## config.mk

```make
export PLATFORM = sky130hd
export DESIGN_NAME = source_text_tokenizer
export DESIGN_NICKNAME = d
export VERILOG_FILES = /design/src/rtl/stt_pkg.sv /design/src/rtl/stt_outq.sv /design/src/rtl/source_text_tokenizer.sv
export SDC_FILE = /design/constraint.sdc
export NUM_CORES = 1
export LEC_CHECK = 0
export ABC_AREA = 0
export CORE_ASPECT_RATIO = 1.75
export CORE_MARGIN = 2
export CORE_UTILIZATION = 45
export DETAILED_ROUTE_END_ITERATION = 8
export DONT_BUFFER_PORTS = 1
export REMOVE_ABC_BUFFERS = 1
export SETUP_SLACK_MARGIN = 0.5
export SLEW_MARGIN = 20
export SYNTH_ARGS = -nofsm -noshare
export SYNTH_HDL_FRONTEND = slang
export SYNTH_SLANG_ARGS = --single-unit
```

## constraint.sdc

```tcl
create_clock -name i_clk -period 3.85 [get_ports i_clk]
set_input_delay 0.385 -clock i_clk [delete_from_list [all_inputs] [get_ports i_clk]]
set_output_delay 0.385 -clock i_clk [all_outputs]
set_load 0.02 [all_outputs]
```

## src/rtl/stt_pkg.sv

```systemverilog
`timescale 1ns / 1ps

package stt_pkg;

    localparam int OFFSET_BITS_DEFAULT = 16;
    localparam int TOKEN_OFF_BITS      = 16;
    localparam int OUTQ_DEPTH          = 4;

    typedef enum logic [3:0] {
        KIND_NUMBER      = 4'd0,
        KIND_IDENT       = 4'd1,
        KIND_MINUS       = 4'd2,
        KIND_MINUS_MINUS = 4'd3,
        KIND_COLON       = 4'd4,
        KIND_COMMA       = 4'd5,
        KIND_ASTERISK    = 4'd6,
        KIND_ARROW       = 4'd7,
        KIND_STRING      = 4'd8,
        KIND_END         = 4'd9,
        KIND_ERROR       = 4'd10
    } t_kind;

    typedef enum logic [1:0] {
        ERR_NONE         = 2'd0,
        ERR_UNEXPECTED   = 2'd1,
        ERR_UNTERMINATED = 2'd2,
        ERR_EMPTY        = 2'd3
    } t_err;

    typedef enum logic [2:0] {
        SCAN_IDLE   = 3'd0,
        SCAN_IDENT  = 3'd1,
        SCAN_NUMBER = 3'd2,
        SCAN_MINUS  = 3'd3,
        SCAN_STRING = 3'd4
    } t_scan;

    // keyword match progress: one code per prefix of fn, begin, end
    typedef enum logic [3:0] {
        KW_START = 4'd0,
        KW_F     = 4'd1,
        KW_FN    = 4'd2,
        KW_B     = 4'd3,
        KW_BE    = 4'd4,
        KW_BEG   = 4'd5,
        KW_BEGI  = 4'd6,
        KW_BEGIN = 4'd7,
        KW_E     = 4'd8,
        KW_EN    = 4'd9,
        KW_END   = 4'd10,
        KW_DEAD  = 4'd15
    } t_kw;

    typedef struct packed {
        logic       mode;
        logic [7:0] ch;
    } t_in_item;

    typedef struct packed {
        logic [3:0]                token_kind;
        logic [1:0]                error_code;
        logic [TOKEN_OFF_BITS-1:0] start_offset;
        logic [TOKEN_OFF_BITS-1:0] end_offset;
        logic                      keyword_flag;
        logic                      last_of_run;
    } t_token;

    function automatic logic f_is_digit(logic [7:0] c);
        return (c >= "0") && (c <= "9");
    endfunction

    function automatic logic f_is_alpha(logic [7:0] c);
        return ((c >= "a") && (c <= "z")) || ((c >= "A") && (c <= "Z"));
    endfunction

    function automatic logic f_is_ident_char(logic [7:0] c);
        return f_is_alpha(c) || f_is_digit(c) || (c == "_");
    endfunction

    function automatic logic f_is_space(logic [7:0] c);
        return (c == " ") || ((c >= 8'd9) && (c <= 8'd13));
    endfunction

    function automatic t_kw f_kw_next(t_kw st, logic [7:0] c);
        t_kw nx;
        nx = KW_DEAD;
        case (st)
            KW_START: begin
                if (c == "f") nx = KW_F;
                else if (c == "b") nx = KW_B;
                else if (c == "e") nx = KW_E;
            end
            KW_F:    if (c == "n") nx = KW_FN;
            KW_B:    if (c == "e") nx = KW_BE;
            KW_BE:   if (c == "g") nx = KW_BEG;
            KW_BEG:  if (c == "i") nx = KW_BEGI;
            KW_BEGI: if (c == "n") nx = KW_BEGIN;
            KW_E:    if (c == "n") nx = KW_EN;
            KW_EN:   if (c == "d") nx = KW_END;
            default: nx = KW_DEAD;
        endcase
        return nx;
    endfunction

endpackage

```

## src/rtl/stt_outq.sv

```systemverilog
`timescale 1ns / 1ps

module stt_outq
    import stt_pkg::*;
(
    input  logic   i_clk,
    input  logic   i_rst_n,
    input  logic   i_push_one,
    input  logic   i_push_two,
    input  t_token i_push_data0,
    input  t_token i_push_data1,
    output logic   o_full,
    output logic   o_valid,
    input  logic   i_stall,
    output t_token o_data
);

    localparam int PTR_BITS = $clog2(OUTQ_DEPTH);
    localparam int CNT_BITS = $clog2(OUTQ_DEPTH + 1);

    t_token              r_mem [OUTQ_DEPTH];
    logic [PTR_BITS-1:0] r_rd_ptr, n_rd_ptr;
    logic [PTR_BITS-1:0] r_wr_ptr, n_wr_ptr;
    logic [CNT_BITS-1:0] r_count, n_count;
    logic                pop;
    logic [PTR_BITS-1:0] wr_ptr_p1;

    assign o_valid   = (r_count != '0);
    assign o_data    = r_mem[r_rd_ptr];
    // room for two results is kept free for the next transaction
    assign o_full    = (r_count > CNT_BITS'(OUTQ_DEPTH - 2));
    assign pop       = o_valid & ~i_stall;
    assign wr_ptr_p1 = r_wr_ptr + PTR_BITS'(1);

    always_comb begin
        n_rd_ptr = pop ? (r_rd_ptr + PTR_BITS'(1)) : r_rd_ptr;
        n_wr_ptr = r_wr_ptr;
        n_count  = r_count;
        if (i_push_two) begin
            n_wr_ptr = r_wr_ptr + PTR_BITS'(2);
            n_count  = r_count + CNT_BITS'(2);
        end else if (i_push_one) begin
            n_wr_ptr = wr_ptr_p1;
            n_count  = r_count + CNT_BITS'(1);
        end
        if (pop) begin
            n_count = n_count - CNT_BITS'(1);
        end
    end

    always_ff @(posedge i_clk) begin
        if (!i_rst_n) begin
            r_rd_ptr <= '0;
            r_wr_ptr <= '0;
            r_count  <= '0;
        end else begin
            r_rd_ptr <= n_rd_ptr;
            r_wr_ptr <= n_wr_ptr;
            r_count  <= n_count;
        end
    end

    always_ff @(posedge i_clk) begin
        if (i_push_one || i_push_two) begin
            r_mem[r_wr_ptr] <= i_push_data0;
        end
        if (i_push_two) begin
            r_mem[wr_ptr_p1] <= i_push_data1;
        end
    end

endmodule

```

## src/rtl/source_text_tokenizer.sv

```systemverilog
`timescale 1ns / 1ps
// channel  | direction | valid       | stall       | payload
// ---------+-----------+-------------+-------------+------------------------
// input    | in        | i_in_valid  | o_in_stall  | i_in_data  (t_in_item)
// result   | out       | o_out_valid | i_out_stall | o_out_data (t_token)
//
// One byte or end marker per cycle while o_in_stall is low; its results are registered in the output queue.
// A transaction yields up to two results, queued in a 4-entry output queue.
// o_in_stall rises while the queue holds more than two results.
// Synchronous active-low reset clears scanner state and the queue.
// The end marker returns the scanner to its reset state.

module source_text_tokenizer
    import stt_pkg::*;
#(
    parameter int OFFSET_BITS = OFFSET_BITS_DEFAULT
)
(
    input  logic     i_clk,
    input  logic     i_rst_n,
    input  logic     i_in_valid,
    output logic     o_in_stall,
    input  t_in_item i_in_data,
    output logic     o_out_valid,
    input  logic     i_out_stall,
    output t_token   o_out_data
);

    localparam int OB      = OFFSET_BITS;
    localparam int EXT     = (OB > TOKEN_OFF_BITS) ? OB : TOKEN_OFF_BITS + 1;
    localparam logic [EXT-1:0] CLAMP = EXT'({TOKEN_OFF_BITS{1'b1}});

    t_scan          r_scan, n_scan;
    logic           r_esc, n_esc;
    logic [OB-1:0]  r_token_start, n_token_start;
    logic [OB-1:0]  r_byte_offset, n_byte_offset;
    t_kw            r_kw, n_kw;
    logic           r_halted, n_halted;
    logic           r_seen, n_seen;

    logic           in_acc;
    logic           q_full;
    logic [7:0]     c;
    logic [OB-1:0]  off, off_m1;

    logic           idle_has;
    t_token         idle_res;
    t_scan          idle_scan;
    logic           idle_set_start;
    logic           idle_halt;
    logic           idle_kw_set;

    t_token         res0, res1;
    logic [1:0]     res_n;
    t_token         word_res;

    function automatic t_token f_put(t_kind kind, t_err code, logic [OB-1:0] s,
                                     logic [OB-1:0] e, logic kw);
        logic [OB-1:0]  e_fix;
        logic [EXT-1:0] s_x, e_x;
        t_token         t;
        e_fix          = (e < s) ? s : e;
        s_x            = EXT'(s);
        e_x            = EXT'(e_fix);
        t.token_kind   = kind;
        t.error_code   = code;
        t.start_offset = (s_x > CLAMP) ? {TOKEN_OFF_BITS{1'b1}} : s_x[TOKEN_OFF_BITS-1:0];
        t.end_offset   = (e_x > CLAMP) ? {TOKEN_OFF_BITS{1'b1}} : e_x[TOKEN_OFF_BITS-1:0];
        t.keyword_flag = kw;
        t.last_of_run  = 1'b0;
        return t;
    endfunction

    assign in_acc     = i_in_valid & ~o_in_stall;
    assign o_in_stall = q_full;
    assign c          = i_in_data.ch;
    assign off        = r_byte_offset;
    assign off_m1     = (off != '0) ? (off - OB'(1)) : '0;

    // open identifier or number closed at the previous byte
    always_comb begin
        if (r_scan == SCAN_IDENT) begin
            word_res = f_put(KIND_IDENT, ERR_NONE, r_token_start, off_m1,
                             (r_kw == KW_FN) || (r_kw == KW_BEGIN) || (r_kw == KW_END));
        end else begin
            word_res = f_put(KIND_NUMBER, ERR_NONE, r_token_start, off_m1, 1'b0);
        end
    end

    // byte scanned with no token open
    always_comb begin
        idle_has       = 1'b0;
        idle_res       = f_put(KIND_COLON, ERR_NONE, off, off, 1'b0);
        idle_scan      = SCAN_IDLE;
        idle_set_start = 1'b1;
        idle_halt      = 1'b0;
        idle_kw_set    = 1'b0;
        if (f_is_space(c)) begin
            idle_set_start = 1'b0;
        end else if (c == ":") begin
            idle_has       = 1'b1;
            idle_set_start = 1'b0;
        end else if (c == ",") begin
            idle_has       = 1'b1;
            idle_set_start = 1'b0;
            idle_res       = f_put(KIND_COMMA, ERR_NONE, off, off, 1'b0);
        end else if (c == "*") begin
            idle_has       = 1'b1;
            idle_set_start = 1'b0;
            idle_res       = f_put(KIND_ASTERISK, ERR_NONE, off, off, 1'b0);
        end else if (c == "-") begin
            idle_scan = SCAN_MINUS;
        end else if (c == "\"") begin
            idle_scan = SCAN_STRING;
        end else if (f_is_digit(c)) begin
            idle_scan = SCAN_NUMBER;
        end else if (f_is_alpha(c) || (c == "_")) begin
            idle_scan   = SCAN_IDENT;
            idle_kw_set = 1'b1;
        end else begin
            idle_has  = 1'b1;
            idle_halt = 1'b1;
            idle_res  = f_put(KIND_ERROR, ERR_UNEXPECTED, off, off, 1'b0);
        end
    end

    always_comb begin
        n_scan        = r_scan;
        n_esc         = r_esc;
        n_token_start = r_token_start;
        n_byte_offset = r_byte_offset;
        n_kw          = r_kw;
        n_halted      = r_halted;
        n_seen        = r_seen;
        res0          = word_res;
        res1          = idle_res;
        res_n         = 2'd0;

        if (i_in_data.mode) begin
            if (!r_seen) begin
                res0  = f_put(KIND_ERROR, ERR_EMPTY, '0, '0, 1'b0);
                res_n = 2'd1;
            end else if (!r_halted && (r_scan == SCAN_STRING)) begin
                res0  = f_put(KIND_ERROR, ERR_UNTERMINATED, r_token_start, off_m1, 1'b0);
                res_n = 2'd1;
            end else if (!r_halted &&
                         ((r_scan == SCAN_IDENT) || (r_scan == SCAN_NUMBER))) begin
                res1  = f_put(KIND_END, ERR_NONE, off, off, 1'b0);
                res_n = 2'd2;
            end else if (!r_halted && (r_scan == SCAN_MINUS)) begin
                res0  = f_put(KIND_MINUS, ERR_NONE, r_token_start, r_token_start, 1'b0);
                res1  = f_put(KIND_END, ERR_NONE, off, off, 1'b0);
                res_n = 2'd2;
            end else begin
                res0  = f_put(KIND_END, ERR_NONE, off, off, 1'b0);
                res_n = 2'd1;
            end
            n_scan        = SCAN_IDLE;
            n_esc         = 1'b0;
            n_token_start = '0;
            n_byte_offset = '0;
            n_kw          = KW_START;
            n_halted      = 1'b0;
            n_seen        = 1'b0;
        end else begin
            n_seen = 1'b1;
            if (r_byte_offset != {OB{1'b1}}) begin
                n_byte_offset = r_byte_offset + OB'(1);
            end
            if (!r_halted) begin
                case (r_scan)
                    SCAN_IDENT, SCAN_NUMBER: begin
                        if ((r_scan == SCAN_IDENT) && f_is_ident_char(c)) begin
                            n_kw = f_kw_next(r_kw, c);
                        end else if ((r_scan == SCAN_NUMBER) && f_is_digit(c)) begin
                            n_scan = SCAN_NUMBER;
                        end else begin
                            res_n    = idle_has ? 2'd2 : 2'd1;
                            n_scan   = idle_scan;
                            n_halted = idle_halt;
                            if (idle_set_start) n_token_start = off;
                            if (idle_scan == SCAN_STRING) n_esc = 1'b0;
                            if (idle_kw_set) n_kw = f_kw_next(KW_START, c);
                        end
                    end
                    SCAN_MINUS: begin
                        n_scan = SCAN_IDLE;
                        res_n  = 2'd1;
                        if (c == "-") begin
                            res0 = f_put(KIND_MINUS_MINUS, ERR_NONE, r_token_start, off, 1'b0);
                        end else if (c == ">") begin
                            res0 = f_put(KIND_ARROW, ERR_NONE, r_token_start, off, 1'b0);
                        end else begin
                            n_halted = 1'b1;
                            res0 = f_put(KIND_ERROR, ERR_UNEXPECTED, r_token_start, off, 1'b0);
                        end
                    end
                    SCAN_STRING: begin
                        if ((c == 8'd13) || (c == 8'd10)) begin
                            n_esc = r_esc;
                        end else if (r_esc) begin
                            n_esc = 1'b0;
                        end else if (c == "\\") begin
                            n_esc = 1'b1;
                        end else if (c == "\"") begin
                            n_scan = SCAN_IDLE;
                            res0   = f_put(KIND_STRING, ERR_NONE, r_token_start, off, 1'b0);
                            res_n  = 2'd1;
                        end
                    end
                    default: begin
                        res0     = idle_res;
                        res_n    = idle_has ? 2'd1 : 2'd0;
                        n_scan   = idle_scan;
                        n_halted = idle_halt;
                        if (idle_set_start) n_token_start = off;
                        if (idle_scan == SCAN_STRING) n_esc = 1'b0;
                        if (idle_kw_set) n_kw = f_kw_next(KW_START, c);
                    end
                endcase
            end
        end

        if (res_n == 2'd1) res0.last_of_run = 1'b1;
        if (res_n == 2'd2) res1.last_of_run = 1'b1;
    end

    always_ff @(posedge i_clk) begin
        if (!i_rst_n) begin
            r_scan        <= SCAN_IDLE;
            r_esc         <= 1'b0;
            r_token_start <= '0;
            r_byte_offset <= '0;
            r_kw          <= KW_START;
            r_halted      <= 1'b0;
            r_seen        <= 1'b0;
        end else if (in_acc) begin
            r_scan        <= n_scan;
            r_esc         <= n_esc;
            r_token_start <= n_token_start;
            r_byte_offset <= n_byte_offset;
            r_kw          <= n_kw;
            r_halted      <= n_halted;
            r_seen        <= n_seen;
        end
    end

    stt_outq u_outq (
        .i_clk        (i_clk),
        .i_rst_n      (i_rst_n),
        .i_push_one   (in_acc && (res_n == 2'd1)),
        .i_push_two   (in_acc && (res_n == 2'd2)),
        .i_push_data0 (res0),
        .i_push_data1 (res1),
        .o_full       (q_full),
        .o_valid      (o_out_valid),
        .i_stall      (i_out_stall),
        .o_data       (o_out_data)
    );

endmodule

```

# After elaboration in Yosys (flattened, before gate mapping)
# Memories as Yosys holds them, arrays and structs flattened. A register that Yosys moved wholly into a read port is not among the register bits.
# Index checks and enable logic that the tools add are counted.
[classes] add_sub_neg=8 bitwise=4 n_eq_ne=46 n_reduce_logical=34 order_cmp=11 mux=141
[op_table] op="$mux W40" count=25
[op_table] op="$mux W16" count=10
[op_table] op="$pmux W40 S3" count=1
[op_table] op="$eq A8 B7 Y1 const B" count=9
[op_table] op="$mux W3" count=20
[op_table] op="$eq A8 B6 Y1 const B" count=7
[op_table] op="$mux W1" count=51
[op_table] op="$mux W4" count=12
[op_table] op="$mux W37" count=1
[op_table] op="$lt A16 B16 Y1" count=2
[op_table] op="$pmux W16 S2" count=1
[op_table] op="$pmux W4 S8" count=1
[op_table] op="$mux W2" count=14
[op_table] op="$add A16 B1 Y16 const B" count=1
[op_table] op="$eq A4 B3 Y1 const B" count=4
[op_table] op="$eq A8 B4 Y1 const B" count=2
[op_table] op="$ge A8 B7 Y1 const B" count=2
[op_table] op="$le A8 B7 Y1 const B" count=2
[op_table] op="$ne A16 B16 Y1 const B" count=1
[op_table] op="$reduce_bool A16 Y1" count=1
[op_table] op="$sub A16 B1 Y16 const B" count=1
[op_table] op="$ne A3 B3 Y1 const B" count=5
[op_table] op="$eq A4 B4 Y1 const B" count=3
[op_table] op="$logic_and A1 B1 Y1" count=11
[op_table] op="38 further kinds" count=57
[word_totals] input_bits=13 regBits=49 memories=1 out_inout_bits=42 elab_cells=255 mem_bits_rw=160
[mem_list] name="u_outq.r_mem" words=4 width=40 read_ports=1 rd_ports_with_merged_regs=1 write_ports=2 line="stt_outq.sv:21" source="t_token r_mem [OUTQ_DEPTH];"

# Logic depth before layout (Yosys ltp)
[logic_depth] ltp_word=24 depth_mapped=18 ltp_nobuf=16

# By module
# Synthesis repeated with hierarchy kept, for this count alone.
[hier_totals] hier_cells=1226 hier_area_um2=13610.6
[by_module_without_submodules] module="stt_outq" area_each_um2=8400.6 cells_per_inst=459 instances=1 seq_area_each_um2=4984.8
[by_module_without_submodules] module="source_text_tokenizer" area_each_um2=5210.0 cells_per_inst=767 instances=1 seq_area_each_um2=840.8

# Least setup slack after synthesis
# Ideal clock, no wire load.
[synth_path] path_kind="register to register" start="register r_byte_offset[1] (netlist: off[1])" end="memory u_outq.r_mem[0][10] in the netlist's numbering, data pin" n_path_buf=3 setup_ns=0.256 required_time_ns=3.594 arrival_ns=3.803 stages_incl_launch_ff=18 period_less_slack_ns=4.059 setup_slack_ns=-0.209 cell_sequence="dfxtp_1 > inv_1 > ha_1 > nor2b_1 > and4_1 > and2_1 > clkbuf_1 > nor2_1 > ha_1 > a21o_1 > a221o_1 > a21oi_1 > clkbuf_1 > nand2_1 > buf_2 > a211oi_1 > o221ai_1 > a22o_1"
[synth_lines] item="start: declaration" line="source_text_tokenizer.sv:36" source="logic [OB-1:0] r_byte_offset, n_byte_offset;"
[synth_lines] item="start signal: assignment" line="source_text_tokenizer.sv:241" source="r_byte_offset <= n_byte_offset;"
[synth_lines] item="end: declaration" line="stt_outq.sv:21"

==> results.json <==
{
  "crit_path_start": "off[9]$_SDFFE_PN0P_",
  "hpwl_um": 27090,
  "dr.pass1.iters": 5,
  "grt_max_degree": 51,
  "cts.sinks": 211,
  "fin_ws_ns": 0.3251,
  "switching_share_pct": 38.44,
  "synth_async_sr_flop_share_pct": 0,
  "dieArea_um2": 31120,
  "gp_congestion": 0.9739,
  "n_antenna_cell": 0,
  "hold_class": "primary input to flop",
  "syn_area_um2": 13350,
  "grt_pass1_wl_um": 64130,
  "coreArea_um2": 29290,
  "syn_inst": 1343,
  "start_kind": "flop",
  "synth_top_area_cell": "edfxtp_1",
  "power_density_nw_per_um2": 587.3,
  "num_vias": 11300,
  "hp-start": "i_rst_n",
  "routed_via_density": 6.445,
  "pwr-share-clk_pct": 24.6,
  "drv_slew": 0,
  "ios": 55,
  "rr_startpoint": "off[9]$_SDFFE_PN0P_",
  "first_iter_violations": 782,
  "clock_skew_ns": 0.01885,
  "path_delay_family": "simple AND/OR/NAND/NOR gates",
  "hold_viol": 0,
  "synth_seq_cells": 211,
  "num_rows": 83,
  "totalNegativeSetupSlack_ns": 0,
  "status": "finished, final reports clean",
  "fp.dieH_um": 231.9,
  "worstPathArrival_ns": 3.79,
  "ant_nets": 0,
  "cts_tree": "done",
  "yosysTopAreaCellShare_pct": 34.19,
  "maxCapViolations": 0,
  "rsz0062_at_grt": "yes",
  "critPathSlowestCell": "dfxtp_4",
  "fin_crit_ns": 3.525,
  "path_cells": "nor4_4, nand4_1, buf_4, or3_1, a21oi_2, ha_4, nand2_4, nor2_4, o2111a_1, o211ai_4, and2_4, buf_8, o221a_4, a211oi_2, buf_4, o21ai_1",
  "synth-edff-count": 152,
  "antenna_found_initial": 0,
  "cts.htree.levels": 1,
  "fmax_ghz": 0.2837,
  "wl_um": 41350,
  "synthFlopType": "edfxtp_1",
  "clk_pin_slew_worst_paths_ns": 0.07,
  "max_stage_delay_ns": 0.36,
  "p_total_mw": 9.184,
  "net-switching-power_mw": 3.530,
  "setup_viol": 0,
  "syn_area_per_cell_um2": 9.942,
  "ys_top_cells_by_area": "edfxtp_1 34%, dfxtp_1 8.8%, a22o_1 7.2%",
  "grt-ovfl-total": 0,
  "wl_per_cell_um": 23.59,
  "die_w_um": 134.2,
  "n_fill_cell": 2635,
  "cp_max_fo": 7,
  "worst_slew_pin_slew_ns": 0.9115,
  "cp.required_ns": 4.12,
  "slew_headroom_pct": 39.24,
  "nNetsFinal": 1413,
  "worst_ir_drop_vdd_uv": 505.5,
  "synth_common_cells": "154 x nand2_1, 152 x edfxtp_1, 109 x a22o_1, 88 x nor2_1, 81 x clkbuf_1",
  "clock_latency_ns": 0.53,
  "drc": 0,
  "layout-drive-gt1-share_pct": 21.95,
  "p_int_mw": 5.654,
  "post-synth-top-count-cell": "nand2_1",
  "dp_slack_ns": -0.1109,
  "pwr-share-comb_pct": 42.5,
  "grt_pass1_vias": 11610,
  "clock_path_buffers": 3,
  "cts_made_buffers": 21,
  "grtUsageTotal_pct": 26.51,
  "yosysWarnings": 0,
  "post-route-period-util_pct": 91.56,
  "end_kind": "flop",
  "cp.buffers_inverters": 3,
  "seq_area_frac_synth_pct": 43.03,
  "port_buffers": 0,
  "critPathKind": "flop to flop",
  "clockRootBuffer": "clkbuf_16",
  "synth_cell_types": 84,
  "cp_common_cell": "buf_4",
  "cellLeakagePower_nw": 5.367,
  "p_seq_share_pct": 32.9,
  "start_util_pct": 45.59,
  "area_delta_synth_final_pct": 17.12
}
==> flip-flops by register name (all words and copies together) (netlist names), named ones only <==
name,cells
u_outq.r_mem,160
off,16
r_token_start,16
r_kw,4
r_scan,3
u_outq.r_count,3
u_outq.r_rd_ptr,2
u_outq.r_wr_ptr,2
r_esc,1
r_halted,1
r_seen,1
==> layout make-up <==
type                            count  area [um^2]  area share [%]
Multi-Input combinational cell    960         7502           47.98
Inverter                           55        206.4           1.320
Sequential cell                   211         5757           36.81
Clock inverter                     15        205.2           1.312
Tap cell                          382        478.0           3.056
Timing Repair Buffer              107        955.9           6.113
Clock buffer                       23        533.0           3.409
==> through the flow <==
stage / util [%] / cell area (um^2) / cells / hold WS (ns)
2_1_floorplan: - / 12840 / 1226 / 0.4271
3_3_place_gp: 48.33 / 14150 / 1700 / 0.4417
3_5_place_dp: 48.33 / 14150 / 1700 / 0.4468
4_1_cts: 52.51 / 15380 / 1744 / 0.009042
5_1_grt: 53.40 / 15640 / 1753 / 0.02590
6_report: 53.40 / 15640 / 1753 / 0.02693
==> power groups by stage <==
stage | clock network (mW) | registers, mW | logic, mW
floorplan | 0 | 3.05 | 2.04
global placement | 0 | 3.06 | 3.29
detailed placement | 0 | 3.07 | 3.30
CTS | 2.29 | 3.03 | 3.65
global route | 2.38 | 3.06 | 4.14
finish | 2.26 | 3.02 | 3.90
==> worst paths after layout <==
kind,endpoint,slack [ns],depth (start not counted)
setup / recovery,u_outq.r_mem[1][2]$_DFFE_PP_,0.33,16
hold / removal,u_outq.r_count[0]$_SDFF_PN0_,0.03,2
setup reg to reg,u_outq.r_mem[1][2]$_DFFE_PP_,0.33,16
hold reg to reg,u_outq.r_mem[3][1]$_SDFFE_PP0P_,0.46,1
==> kinds of logic (layout without fill, tap and decap cells) <==
logic type	after synthesis	in the layout	synth area share (%)
AO/OA/AOI/OAI	435	435	23.34
AND/OR/NAND/NOR	405	405	14.86
flip-flops	211	211	43.03
buffers and inverters	172	200	5.398
multiplexers	49	49	7.469
adder cells (fa/ha/maj)	44	44	4.123
XOR/XNOR	27	27	1.771
==> per-layer routing <==
metal | track usage [%] | up-vias | routed length (um)
li1 | - | 5187 | -
met1 | 28.94 | 5562 | 14980
met2 | 48.76 | 410 | 21930
met3 | 3.187 | 139 | 1998
met4 | 15.43 | 0 | 2443
met5 | 0 | - | 0
==> cells in the final DEF (no fill, tap or decap), types with 9 or more instances in the layout <==
master     count
ha_1          39
clkbuf_16     22
buf_4         87
a31oi_1       19
o21ai_0       68
and3_4        11
a22o_1       109
nor2b_1       10
a21oi_1       57
o22ai_1       19
and2_1         9
nand3_1       19
o21ai_1       13
mux4_2        40
nand2_1      150
o221ai_2      13
dfxtp_1       52
nor3_1        20
nor2_1        77
buf_6         10
a21oi_2       10
or3_1          9
o2bb2ai_1      9
xor2_1        17
a211oi_2      12
nand4_1       24
inv_1         54
a22oi_1       27
xnor2_1       10
edfxtp_1     152
==> worst register-to-register path, delay by kind of cell, from the launching register on <==
kind	cells	cell delay [ns]
AOI/OAI and AO/OA	6	1.01
DFF	1	0.36
buffers and inverters	3	0.52
adders and majority gates	1	0.18
and+or+nand+nor	6	1.21
==> timing repair <==
| item | 4_1_cts | 5_1_grt |
|---|---|---|
| gates resized for setup | 99 | 39 |
| endpoints found under the hold margin | 2 | 0 |
| cloned | 1 | 1 |
| setup buffers | 4 | 8 |
| pin swaps | 69 | 29 |
| setup endpoints to repair | 65 | 65 |
| hold buffers | 1 | 0 |
(Power assumes the default switching activity.)
